**src/hw/rtl/lcdt_pkg.sv**
```systemverilog
package lcdt_pkg;

    localparam int KEY_BITS    = 48;
    localparam int COUNT_BITS  = 32;
    localparam int CFG_BITS    = 7;
    localparam int ENTRIES_DEF = 64;

    localparam logic [CFG_BITS-1:0] CACHE_SIZE_RESET = CFG_BITS'(64);

    // Request codes
    localparam logic REQ_ACCESS = 1'b0;
    localparam logic REQ_CLEAR  = 1'b1;

    typedef struct packed {
        logic                req_type;
        logic [KEY_BITS-1:0] page_key;
        logic                is_write;
    } req_t;

    typedef struct packed {
        logic [COUNT_BITS-1:0] call_count;
        logic [COUNT_BITS-1:0] hit_count;
        logic [COUNT_BITS-1:0] read_hit_count;
        logic [COUNT_BITS-1:0] write_hit_count;
        logic [COUNT_BITS-1:0] dirty_evict_count;
    } counts_t;

    typedef struct packed {
        logic                  hit;
        logic                  evicted;
        logic [KEY_BITS-1:0]   evicted_key;
        logic                  evicted_dirty;
        logic [COUNT_BITS-1:0] call_count;
        logic [COUNT_BITS-1:0] hit_count;
        logic [COUNT_BITS-1:0] read_hit_count;
        logic [COUNT_BITS-1:0] write_hit_count;
        logic [COUNT_BITS-1:0] dirty_evict_count;
    } rsp_t;

    // Update strobe and outcome of one item, from the sequencer to the counters
    typedef struct packed {
        logic fire;
        logic access;
        logic clear;
        logic hit;
        logic wr;
        logic dirty_evict;
    } stats_upd_t;

endpackage

```
**src/hw/rtl/lcdt_stats.sv**
```systemverilog
module lcdt_stats (
    input  logic                   clk,
    input  logic                   rst_n,
    input  lcdt_pkg::stats_upd_t   upd,
    output lcdt_pkg::counts_t      cnt_next
);

    lcdt_pkg::counts_t cnt_reg;

    function automatic logic [lcdt_pkg::COUNT_BITS-1:0] sat_inc(
        input logic [lcdt_pkg::COUNT_BITS-1:0] v,
        input logic                            en
    );
        logic [lcdt_pkg::COUNT_BITS-1:0] r;
        r = v;
        if (en && (v != {lcdt_pkg::COUNT_BITS{1'b1}}))
        begin
            r = v + lcdt_pkg::COUNT_BITS'(1);
        end
        return r;
    endfunction

    always_comb
    begin
        cnt_next = cnt_reg;
        if (upd.clear)
        begin
            cnt_next.call_count = '0;
            cnt_next.hit_count  = '0;
        end
        else if (upd.access)
        begin
            cnt_next.call_count        = sat_inc(cnt_reg.call_count, 1'b1);
            cnt_next.hit_count         = sat_inc(cnt_reg.hit_count, upd.hit);
            cnt_next.read_hit_count    = sat_inc(cnt_reg.read_hit_count,
                                                 upd.hit && !upd.wr);
            cnt_next.write_hit_count   = sat_inc(cnt_reg.write_hit_count,
                                                 upd.hit && upd.wr);
            cnt_next.dirty_evict_count = sat_inc(cnt_reg.dirty_evict_count,
                                                 upd.dirty_evict);
        end
    end

    always_ff @(posedge clk or negedge rst_n)
    begin
        if (!rst_n)
        begin
            cnt_reg <= '0;
        end
        else if (upd.fire)
        begin
            cnt_reg <= cnt_next;
        end
    end

endmodule

```
**config.mk**
```make
export PLATFORM = sky130hd
export DESIGN_NAME = lcdt_stats
export DESIGN_NICKNAME = d
export VERILOG_FILES = /design/src/hw/rtl/lcdt_pkg.sv /design/src/hw/rtl/lcdt_stats.sv
export SDC_FILE = /design/constraint.sdc
export NUM_CORES = 1
export LEC_CHECK = 0
export ABC_AREA = 1
export BUFFER_PORTS_ARGS = -buffer_cell sky130_fd_sc_hd__buf_2
export CELL_PAD_IN_SITES_DETAIL_PLACEMENT = 1
export CELL_PAD_IN_SITES_GLOBAL_PLACEMENT = 1
export CORE_AREA = 2 2 172 174
export CTS_BUF_LIST = sky130_fd_sc_hd__clkbuf_8
export CTS_CLUSTER_DIAMETER = 30
export DETAILED_ROUTE_END_ITERATION = 10
export DIE_AREA = 0 0 174 176
export PLACE_DENSITY = 0.8
export SLEW_MARGIN = 20
export SYNTH_ARGS = -nofsm -noshare
export SYNTH_HDL_FRONTEND = slang
export SYNTH_SLANG_ARGS = --single-unit
```
**constraint.sdc**
```tcl
create_clock -name clk -period 2.8 [get_ports clk]
set_clock_uncertainty 0.15 [all_clocks]
set_input_delay 0.14 -clock clk [delete_from_list [all_inputs] [get_ports clk]]
set_output_delay 0.14 -clock clk [all_outputs]
set_load 0.01 [all_outputs]
```
==> impl_metrics.tcl <==
set metrics [dict create \
    outcome "finished clean" \
    grt_usage 0.274 \
    core_area_um2 28500 \
    multi_input_area_um2 7410 \
    leakage_uw 0.00708 \
    tightest_slew_ns 0.891 \
    final_nets 2147 \
    h-tree-depth 4 \
    fin_crit_ns 2.77 \
    yosys.area.top_type "dfrtp_1" \
    yosys.cell_types.count 38 \
    clkLatencyLatePin_ns 0.50 \
    ys_seq_area_frac 0.334 \
    grt_max_degree 193 \
    io_pins 168 \
    period_share 0.991 \
    cts_buffer_depth 2 \
    post-route-drc-count 0 \
    port_buffers 167 \
    slew_headroom 0.406 \
    root_buffer "clkbuf_8" \
    cpMaxStageDelayCell "dfrtp_1" \
    ff_latch_area_um2 4020 \
    layout_commonest_cell "nand2_1" \
    fp.dieH_um 176 \
    crit_arrival_ns 2.48 \
    rsz0062_at_grt "true" \
    fp.dieArea_um2 30600 \
    path_cells "nand2_1, nor2_1, nand2_1, nor2_4, buf_12, buf_4, buf_4, xor2_1, nand3_1, nand2_1, nor2_1, buf_2" \
    grt_pass1_wl_um 68900 \
    cts.sinks 160 \
    rows 62 \
    crit_type "flip-flop to output port" \
    final_cell_mix "686 x nand2_1, 215 x inv_1, 188 x nor2_1" \
    wirelength_um 43600 \
    place.gp.congestion 0.858 \
    cts_tree "done" \
    wl_met3_um 1650 \
    worstPathMaxFanout 7 \
    top_layer "met4" \
    ys.warnings.count 0 \
    reg2reg_to "cnt_reg[133]$_DFFE_PN0P_" \
    slew_viol_final 0 \
    cts_buffers 17 \
    clk_pin_slew_ns 0.09 \
    finalSetupViolations 0 \
    drt_iter0_drc 967 \
    synthArstFlopShare 1.00 \
    syn_area_um2 12000 \
    worstSetupStartpointType "flip-flop" \
    placed_cell_area_um2 13200 \
    required_ns 2.51 \
    routed_via_density 5.42 \
    critPathTopFamily "simple AND/OR/NAND/NOR gates" \
    mappedNetlistNets 1958 \
    hold_viol_final 0 \
    path_buf_inv 4 \
    ys.flop_type "dfrtp_1" \
    final_area_um2 14600 \
    start_util 0.420 \
    die_x_um 174 \
    ys_ff_latch 160 \
    vias 13700 \
    first_pass_iters 5 \
    powerDensity_nw_per_um2 409 \
    reg2reg_depth 12 \
    irDropWorstVdd_mv 0.329 \
    worstReg2RegStart "cnt_reg[140]$_DFFE_PN0P_" \
    fmax_mhz 360 \
    synth_enable_flop_cells 0 \
    synth_top_cell_area_share 0.334 \
    largest_register_ffs 160 \
    yosys-top-cells-area "dfrtp_1 33%, nand2_1 22%, nand3_1 7.4%, nor2_1 7.1%, inv_1 6.9%" \
    syn_avg_cell_area_um2 6.16 \
    dpl.hpwl_um 29600 \
    antenna_found_initial 2 \
    fill_cells 3990 \
    max_stage_delay_ns 0.49 \
    cpMostUsedCell "nand2_1" \
    end_kind "output port" \
    layout-drive-gt1-share 0.190 \
    ant_nets 0 \
    hold_path_class "input port to async pin" \
    grt_pass1_vias 13800 \
    area_growth_pct 22.2 \
    syn_inst 1945 \
    dr_wl_met2_um 21900 \
    reg2reg_slack_ns 0.47 \
    wl_met1_um 19100 \
    grt-ovfl-total 0 \
    final_util 0.513 \
    wl_per_cell_um 17.2 \
    maxCapViolCount 0 \
]
[report_power, final]
part           total, µW  switching, µW  internal (µW)  leakage (µW)
registers           2760            255           2500       0.00214
logic               1320            845            474       0.00475
clock network       1910           1010            901      0.000198
[worst register-to-register path, cell delays in order, from the launching register on]
cell and delay [ns]:
dfrtp_1 0.49, nand2_1 0.12, nor2_1 0.22, nand2_1 0.13
nor2_4 0.14, buf_12 0.15, nand3_4 0.16, nand3_1 0.12
o21ai_0 0.09, nor2_1 0.19, buf_4 0.13, nand2_1 0.04
o21ai_0 0.10
[how the worst max path moves through the flow]
stage,from,cells past startpoint,end
finish,cnt_reg[140]$_DFFE_PN0P_,12,cnt_next[144]
global route,cnt_reg[140]$_DFFE_PN0P_,10,cnt_next[133]
CTS,cnt_reg[96]$_DFFE_PN0P_,12,cnt_next[104]
detailed placement,cnt_reg[97]$_DFFE_PN0P_,12,cnt_next[104]
global placement,cnt_reg[97]$_DFFE_PN0P_,12,cnt_next[104]
floorplan,cnt_reg[97]$_DFFE_PN0P_,12,cnt_next[115]
[synth_stat cells (26+ instances only)]
| cell type | count |
|---|---|
| nand2_1 | 706 |
| nor2_1 | 227 |
| inv_1 | 220 |
| nand3_1 | 176 |
| dfrtp_1 | 160 |
| o21ai_0 | 102 |
| nand4_1 | 90 |
| clkbuf_1 | 46 |
| xor2_1 | 31 |
| nor3_1 | 28 |
| and2_1 | 26 |
[layout make-up]
| class | count | share of cell area |
|---|---|---|
| repair buffers | 232 | 0.0986 |
| flip-flops and latches | 160 | 0.274 |
| clock inverters | 14 | 0.0114 |
| inverters | 228 | 0.0595 |
| well taps | 384 | 0.0328 |
| clock buffers | 18 | 0.0169 |
| multi-input cells | 1495 | 0.506 |
| diodes | 1 | 0.000171 |
[layer usage]
layer,vias to the layer above,track usage
met4,0,0.0725
li1,6577,-
met3,69,0.0385
met1,6747,0.350
met2,319,0.488
met5,-,0
[stage by stage]
| step | power [µW] | worst slack (ns) | hold slack, ns | setup TNS, ns | cells |
|---|---|---|---|---|---|
| after detailed placement | 3980 | 0.266 | 0.00616 | 0 | 2448 |
| after floorplan | 3450 | 0.743 | -0.306 | 0 | 1945 |
| after global placement | 3920 | 0.353 | 0.0112 | 0 | 2448 |
| final | 5990 | 0.0251 | 0.0332 | 0 | 2532 |
| after global routing | 6300 | -0.145 | 0.0594 | -2.39 | 2532 |
| after CTS | 5910 | -0.121 | 0.0259 | -0.632 | 2501 |
[logic make-up after synthesis]
family / count (synthesis) / synth area share
compound gates: 137 / 0.0614
xor+xnor: 45 / 0.0329
fa+ha+maj: 5 / 0.00522
buf+inv: 293 / 0.0940
flops: 160 / 0.334
simple gates: 1305 / 0.472
[what timing repair did]
action	CTS	global route
setup buffers	18	28
hold endpoints to repair	135	0
hold buffers	2	0
gates resized for setup	28	137
endpoints found under the setup margin	110	147
pin swaps	8	25
gates cloned	1	2
No activity file was read; power rests on OpenSTA's default activity.
