<file path="src/hw/rtl/lcdt_pkg.sv">
package lcdt_pkg;

    localparam int KEY_BITS    = 48;
    localparam int COUNT_BITS  = 32;
    localparam int CFG_BITS    = 7;
    localparam int ENTRIES_DEF = 64;

    localparam logic [CFG_BITS-1:0] CACHE_SIZE_RESET = CFG_BITS'(64);

    // Request codes
    localparam logic REQ_ACCESS = 1'b0;
    localparam logic REQ_CLEAR  = 1'b1;

    typedef struct packed {
        logic                req_type;
        logic [KEY_BITS-1:0] page_key;
        logic                is_write;
    } req_t;

    typedef struct packed {
        logic [COUNT_BITS-1:0] call_count;
        logic [COUNT_BITS-1:0] hit_count;
        logic [COUNT_BITS-1:0] read_hit_count;
        logic [COUNT_BITS-1:0] write_hit_count;
        logic [COUNT_BITS-1:0] dirty_evict_count;
    } counts_t;

    typedef struct packed {
        logic                  hit;
        logic                  evicted;
        logic [KEY_BITS-1:0]   evicted_key;
        logic                  evicted_dirty;
        logic [COUNT_BITS-1:0] call_count;
        logic [COUNT_BITS-1:0] hit_count;
        logic [COUNT_BITS-1:0] read_hit_count;
        logic [COUNT_BITS-1:0] write_hit_count;
        logic [COUNT_BITS-1:0] dirty_evict_count;
    } rsp_t;

    // Update strobe and outcome of one item, from the sequencer to the counters
    typedef struct packed {
        logic fire;
        logic access;
        logic clear;
        logic hit;
        logic wr;
        logic dirty_evict;
    } stats_upd_t;

endpackage

</file>
<file path="src/hw/rtl/lcdt_cell.sv">
module lcdt_cell (
    input  logic                          clk,
    input  logic                          rst_n,
    input  logic                          load,
    input  logic [lcdt_pkg::KEY_BITS-1:0] in_key,
    input  logic                          in_dirty,
    input  logic [lcdt_pkg::KEY_BITS-1:0] cmp_key,
    output logic [lcdt_pkg::KEY_BITS-1:0] key,
    output logic                          valid,
    output logic                          dirty,
    output logic                          match
);

    logic [lcdt_pkg::KEY_BITS-1:0] key_reg;
    logic                          valid_reg;
    logic                          dirty_reg;
    logic                          match_reg;
    logic                          match_next;

    assign match_next = valid_reg && (key_reg == cmp_key);

    always_ff @(posedge clk)
    begin
        if (load)
        begin
            key_reg <= in_key;
        end
    end

    always_ff @(posedge clk or negedge rst_n)
    begin
        if (!rst_n)
        begin
            valid_reg <= 1'b0;
            dirty_reg <= 1'b0;
            match_reg <= 1'b0;
        end
        else
        begin
            // anything shifted in or inserted is a live entry
            if (load)
            begin
                valid_reg <= 1'b1;
                dirty_reg <= in_dirty;
            end
            match_reg <= match_next;
        end
    end

    assign key   = key_reg;
    assign valid = valid_reg;
    assign dirty = dirty_reg;
    assign match = match_reg;

endmodule

</file>
<file path="config.mk">
export PLATFORM = sky130hd
export DESIGN_NAME = lcdt_cell
export DESIGN_NICKNAME = d
export VERILOG_FILES = /design/src/hw/rtl/lcdt_pkg.sv /design/src/hw/rtl/lcdt_cell.sv
export SDC_FILE = /design/constraint.sdc
export NUM_CORES = 1
export LEC_CHECK = 0
export BUFFER_PORTS_ARGS = -buffer_cell sky130_fd_sc_hd__buf_2
export CAP_MARGIN = 20
export CORE_ASPECT_RATIO = 1.1
export CORE_MARGIN = 1
export CORE_UTILIZATION = 25
export CTS_CLUSTER_SIZE = 16
export DETAILED_ROUTE_END_ITERATION = 8
export PLACE_DENSITY_LB_ADDON = 0.12
export SLEW_MARGIN = 5
export SYNTH_ARGS = -nofsm -noshare
export SYNTH_HDL_FRONTEND = slang
export SYNTH_SLANG_ARGS = --single-unit
</file>
<file path="constraint.sdc">
create_clock -name clk -period 2 [get_ports clk]
set_clock_uncertainty 0.15 [all_clocks]
set_input_delay 0 -clock clk [delete_from_list [all_inputs] [get_ports clk]]
set_output_delay 0 -clock clk [all_outputs]
set_load 0.02 [all_outputs]
</file>
==> results of run 1 <==
where the power goes:
| group | leakage (nW) | internal (mW) | switching [mW] |
|---|---|---|---|
| logic | 1.07 | 0.261 | 0.246 |
| clock network | 0.0395 | 0.249 | 0.313 |
| registers | 0.504 | 1.26 | 0.0502 |
| total | 1.61 | 1.77 | 0.609 |
cells in the final DEF, fill, tap and decap left out, drive strengths merged:
cell and instances:
or2 1, mux2 1, clkbuf 8, dfrtp 3, nand2b 3, xor2 33, nand3 1, or4 1
nor4 8, edfxtp 48, inv 5, o2111ai 1, dlygate4sd3 58, nor3 1, a222oi 1, nor2 1
buf 151, o221ai 1, xnor2 10, o211a 1, nand4 4
worst max-delay path, cell delays in order, from the launching register on:
cell      delay [ps]
edfxtp_1         410
xnor2_1          210
nand4_2          120
or4_1            530
nor4_2           270
cell families after synthesis:
logic type,synth area share (%)
xor+xnor,17.98
simple gates,6.391
buf+inv,0.8962
flops,72.40
mux,0.5376
compound gates,1.792
synth_stat cells:
master,instances,area [um^2]
nand2b_1,3,18.77
nor4_1,7,43.79
or2_2,1,6.260
nand4_1,3,18.77
o2111ai_1,1,8.760
xor2_1,33,289.0
or4_1,1,7.510
nor2_1,1,3.750
nand3_1,1,5.000
dfrtp_1,3,75.07
edfxtp_1,48,1441
o211a_1,1,10.01
o221ai_1,1,8.760
nor3_1,1,5.000
nor4_2,1,12.51
mux2_2,1,11.26
xnor2_1,10,87.58
nand4_2,1,12.51
a222oi_1,1,10.01
inv_1,5,18.77
layer usage:
| metal | track usage [%] | wire (um) |
|---|---|---|
| met5 | 0 | 0 |
| met1 | 13.80 | 2166 |
| met4 | 3.297 | 42 |
| met3 | 3.973 | 466 |
| met2 | 23.43 | 2836 |
final timing paths:
kind | startpoint | to | slack, ps | cells after the start
worst max-delay path | key[10]$_DFFE_PP_ | match$_DFF_PN0_ | 210 | 4
worst min-delay path | cmp_key[1] | match$_DFF_PN0_ | 7 | 5
worst max register to register | key[10]$_DFFE_PP_ | match$_DFF_PN0_ | 210 | 4
worst min register to register | dirty$_DFFE_PN0P_ | dirty$_DFFE_PN0P_ | 360 | 1
min in group asynchronous | rst_n | valid$_DFFE_PN0P_ | 440 | 3
max in group asynchronous | rst_n | match$_DFF_PN0_ | 1110 | 3
cell type report:
class	instances	area [um^2]	area share [%]
tap	108	135.1	3.691
clock buffer	8	80.08	2.187
sequential	51	1516	41.42
timing repair buffer	209	1351	36.91
inverter	5	18.77	0.5126
multi-input combinational	68	559.3	15.28
repair_timing:
item                      4_1_cts  5_1_grt
gates resized for setup         0        0
buffers inserted                0        0
hold endpoints to repair       53        0
hold buffers                   58        0
==> metrics, run 1 <==
CTS tree=done; CP Max Fanout=2; worst path required time=2050 ps; largest net degree at the start of global routing=28; Die Y=98 um; H-tree depth=2; fin util=45.78%; # nets final=440; Clk pin slew, worst setup/hold paths=80 ps; Syn Std Cell Area=2095 um^2; cell at the root of the clock tree=clkbuf_8; Syn. warnings=0; fin crit period=1787 ps; Syn Area/Cell=16.89 um^2; Post-Syn Nets=224; GRT overflow=0; Pwr Density=650.1 nW/um^2; FILL cells=776; initial core utilization=26.19%; Synth cell types=20; Hold Fails Final Rpt=0; placed cell areas=3000 um^2; Worst setup EP type=register; outcome=completed; row cnt=34; first-pass GRT wire length=8355 um; Slew @ Worst Pin=617.8 ps; Ant. Diodes=0; max reg flops=48; top-level port count=151; fin area=3661 um^2; Skew-Pair Late Insertion Delay=290 ps; initial antenna violation count=0; crit path DAT=1840 ps; max-cap viol count=0; layout cells sized above 1=46.92%; Crit Path Class=register to register; Die Wd=89.27 um; placed instance count=383; via count=1,768; DIE AREA=8748 um^2; total track usage=12.73%; Seq cells post-synth=51; synthesis-to-layout area growth=74.79%; Worst Hold Class=input pin to register; DP Wirelength=4095 um; Final Worst Setup Slack=212.5 ps; Slew Limit Fails=0; total CTS buffers=5; total power=2.380 mW; Core Area=7998 um^2; vias in the first global route=1,961; WL per Instance=12.27 um; TritonCTS Sinks=51; RSZ-0062 raised after global routing=false; Synth Instances=124; CP startpoint kind=register; VDD IR-drop max=0.3310 mV; Fin Hold WS=7.198 ps; DRC Markers=0; period utilisation layout=89.37%; Initial DRC Count=19; Final setup viols=0; Initial DRT Pass Iterations=4; LEAKAGE=1.613 nW; post-route ant nets=0; Place WS=200.4 ps; Max Clk Rate=0.5594 GHz; register area share after synthesis=72.40%; routed vias/inst=3.938; GPL Wtd Cong=0.6773; TNS Setup=0 ps; Max-slew headroom=58.81%; Max clock buf depth=2; Cell Count, Final, Fillers Out=449; # port buffers=150; drt total wl=5511 um
Power figures use the tool's default switching activity.
==> run 2, diff against run 1 <==
--- a/config.mk
+++ b/config.mk
@@ -5,6 +5,7 @@
 export SDC_FILE = /design/constraint.sdc
 export NUM_CORES = 1
 export LEC_CHECK = 0
+export ABC_AREA = 1
 export BUFFER_PORTS_ARGS = -buffer_cell sky130_fd_sc_hd__buf_2
 export CAP_MARGIN = 20
 export CORE_ASPECT_RATIO = 1.1
==> metrics, run 2 <==
top cells by instance count after synthesis=nand2_1 (77), inv_1 (54), edfxtp_1 (48), nor2_1 (21), o21ai_0 (13) (was edfxtp_1 (48), xor2_1 (33), xnor2_1 (10), nor4_1 (7), inv_1 (5)); crit path DAT=1900 ps (was 1840 ps); total CTS buffers=5 (unchanged); TritonCTS Sinks=51 (unchanged); Syn. warnings=0 (unchanged); Max clock buf depth=2 (unchanged); combinational power share=23.0% (was 21.3%); Synth area leader=edfxtp_1 (unchanged); total power=2.468 mW (was 2.380 mW); top-count cell post-synth=nand2_1 (was edfxtp_1); Slew Limit Fails=0 (unchanged); post-CTS setup buffers=0 (unchanged); post-route ant nets=0 (unchanged); placed instance count=509 (was 383); synthesis-to-layout area growth=67.49% (was 74.79%); Synth cell types=15 (was 20); WHS Path Cells=6 (was 5); most area-consuming cells after synthesis=edfxtp_1 (61%), nand2_1 (12%), inv_1 (8.5%) (was edfxtp_1 (69%), xor2_1 (14%), xnor2_1 (4.2%)); Final setup viols=0 (unchanged); CP dominant cell by count=nand2_1; Seq pwr share=53.0% (was 55.1%); LEAKAGE=1.986 nW (was 1.613 nW); Seq cells post-synth=51 (unchanged); Clock Power Share=24.0% (was 23.6%); vias in the first global route=2,379 (was 1,961); Skew-Pair Late Insertion Delay=310 ps (was 290 ps); Crit Path Class=register to register (unchanged); NetSw=0.6879 mW (was 0.6091 mW); period utilisation layout=90.17% (was 89.37%); # nets final=563 (was 440); CP top delay family=buffers and inverters (was simple AND/OR/NAND/NOR gates); Core Area=9054 um^2 (was 7998 um^2); crit-path cells=xnor2_1, nand2_1, dlygate4sd3_1, nor2_1, nand2_1, nor2_1, nand2_1, nor2_2 (was xnor2_1, nand4_2, or4_1, nor4_2); commonest non-fill, non-tap cells in the layout=buf_2 (150), nand2_1 (77), dlygate4sd3_1 (61) (was buf_2 (150), dlygate4sd3_1 (58), edfxtp_1 (48)); DRC Markers=0 (unchanged); Pwr Density=620.4 nW/um^2 (was 650.1 nW/um^2); VDD IR-drop max=0.2778 mV (was 0.3310 mV); Die Y=104.2 um (was 98 um); via count=2,265 (was 1,768); outcome=finished, violations left (was completed); failing checks=hold timing; Syn Area/Cell=9.773 um^2 (was 16.89 um^2); cell at the root of the clock tree=clkbuf_8 (unchanged); Cell Count, Final, Fillers Out=578 (was 449); Post-Syn Nets=343 (was 224); routed vias/inst=3.919 (was 3.938); Worst setup EP type=register (unchanged); CP Depth=8 (was 4); CP max stage cell=dlygate4sd3_1 (was or4_1); largest net degree at the start of global routing=24 (was 28); total track usage=13.49% (was 12.73%); first-pass GRT wire length=10,290 um (was 8355 um); max reg flops=48 (unchanged); Worst Hold Class=input pin to register (unchanged); Post-synth ARST share=5.882% (unchanged); RSZ-0062 raised after global routing=false (unchanged); Max stage delay on crit path=550 ps (was 530 ps); TNS Setup=0 ps (unchanged); CP startpoint kind=register (unchanged); Die Wd=94.93 um (was 89.27 um); fin crit period=1803 ps (was 1787 ps); Ant. Diodes=0 (unchanged); H-tree depth=2 (unchanged); # port buffers=150 (unchanged); Worst Path Buf+Inv=1 (was 0); max-cap viol count=0 (unchanged); row cnt=36 (was 34); initial core utilization=26.23% (was 26.19%); FF-to-FF path depth=8 (was 4); commonest non-fill, non-tap cell in the layout=buf_2 (unchanged); GRT overflow=0 (unchanged); Syn Std Cell Area=2375 um^2 (was 2095 um^2); internal power=1.780 mW (was 1.771 mW); WL per Instance=11.35 um (was 12.27 um); Max Clk Rate=0.5545 GHz (was 0.5594 GHz); EDFF count, synth=48 (unchanged); fin util=43.93% (was 45.78%); CTS tree=done (unchanged); FILL cells=917 (was 776); Synth Instances=243 (was 124); top-level port count=151 (unchanged); DIE AREA=9893 um^2 (was 8748 um^2); worst path required time=2100 ps (was 2050 ps); Clk pin slew, worst setup/hold paths=90 ps (was 80 ps); GPL Wtd Cong=0.7191 (was 0.6773); Slew @ Worst Pin=429.8 ps (was 617.8 ps); drt total wl=6563 um (was 5511 um); DP Wirelength=4960 um (was 4095 um); Max-slew headroom=71.34% (was 58.81%); Fin Hold WS=-7.199 ps (was 7.198 ps); initial antenna violation count=0 (unchanged); layout cells sized above 1=35.56% (was 46.92%); register area share after synthesis=63.86% (was 72.40%); Sw Share=27.88% (was 25.59%); Post-synth top flop=edfxtp_1 (unchanged); post-synth top area share=60.70% (was 68.82%); CP Max Fanout=2 (unchanged); Initial DRC Count=54 (was 19); Initial DRT Pass Iterations=4 (unchanged); Hold Fails Final Rpt=1 (was 0)
run 2: changes by cell type after synthesis, sizes merged, moves of 2 or more:
cell	before	now
xor2	33	6
o21ai	0	13
nor2	1	22
xnor2	10	12
nand4	4	1
nand2	0	77
nand2b	3	0
nor4	8	0
inv	5	54
run 2: layout make-up:
| cell class | count | area [um^2] | share of cell area [%] |
|---|---|---|---|
| Tap cell | 114 | 142.6 | 3.586 |
| Clock inverter | 3 | 15.01 | 0.3775 |
| Multi-Input combinational cell | 138 | 655.6 | 16.48 |
| Sequential cell | 51 | 1516 | 38.13 |
| Clock buffer | 5 | 68.82 | 1.730 |
| Timing Repair Buffer | 213 | 1376 | 34.60 |
| Inverter | 54 | 202.7 | 5.096 |
run 2: final timing paths:
path	start	endpoint	slack, ps
max	key[0]$_DFFE_PP_	match$_DFF_PN0_	200
min	cmp_key[27]	match$_DFF_PN0_	-7
max reg2reg	key[0]$_DFFE_PP_	match$_DFF_PN0_	200
min reg2reg	valid$_DFFE_PN0P_	valid$_DFFE_PN0P_	360
max in group asynchronous	rst_n	dirty$_DFFE_PN0P_	1120
min in group asynchronous	rst_n	valid$_DFFE_PN0P_	420
run 2: timing repair:
action	CTS	global route
hold endpoints to repair	66	0
gates resized for setup	0	0
hold buffers	61	0
run 2: per-layer routing:
metal	global-route usage, %	vias up	part of all wire (%)
met1	14.46	979	40
met2	25.33	94	50
li1	-	1184	-
met5	0	-	0
met3	3.582	8	8.1
met4	3.571	0	1.2
run 2: logic make-up (layout without fill, tap and decap cells):
kind of cell | count (synthesis) | count (layout) | share of synthesized area (%)
AO/OA/AOI/OAI | 15 | 15 | 3.530
AND/OR/NAND/NOR | 104 | 104 | 16.97
multiplexers | 1 | 1 | 0.4741
XOR/XNOR | 18 | 18 | 6.639
buffers and inverters | 54 | 275 | 8.535
flip-flops | 51 | 51 | 63.86
run 2: power by group through the flow:
stage	Clock [mW]	Sequential [mW]	Combinational, mW
6_report	0.592	1.31	0.568
5_1_grt	0.643	1.32	0.629
4_1_cts	0.629	1.31	0.575
3_5_place_dp	0	1.33	0.476
3_3_place_gp	0	1.33	0.475
2_1_floorplan	0	1.44	0.136
run 2: tightest hold or removal path, stage by stage:
cell      delay, ps
buf_2            90
nand2_1          50
o211ai_1         80
nor2_1           50
nand3_1         100
nor2_2           50
run 2: stage by stage:
step / setup slack, ps / hold slack [ps] / cell area (um^2)
after detailed placement: 600.9 / -343.7 / 3283
after CTS: 187.0 / 8.859 / 3978
after global routing: 24.31 / 69.76 / 3978
after floorplan: 673.8 / -445.6 / 2375
final: 196.6 / -7.199 / 3978
after global placement: 618.9 / -345.0 / 3283
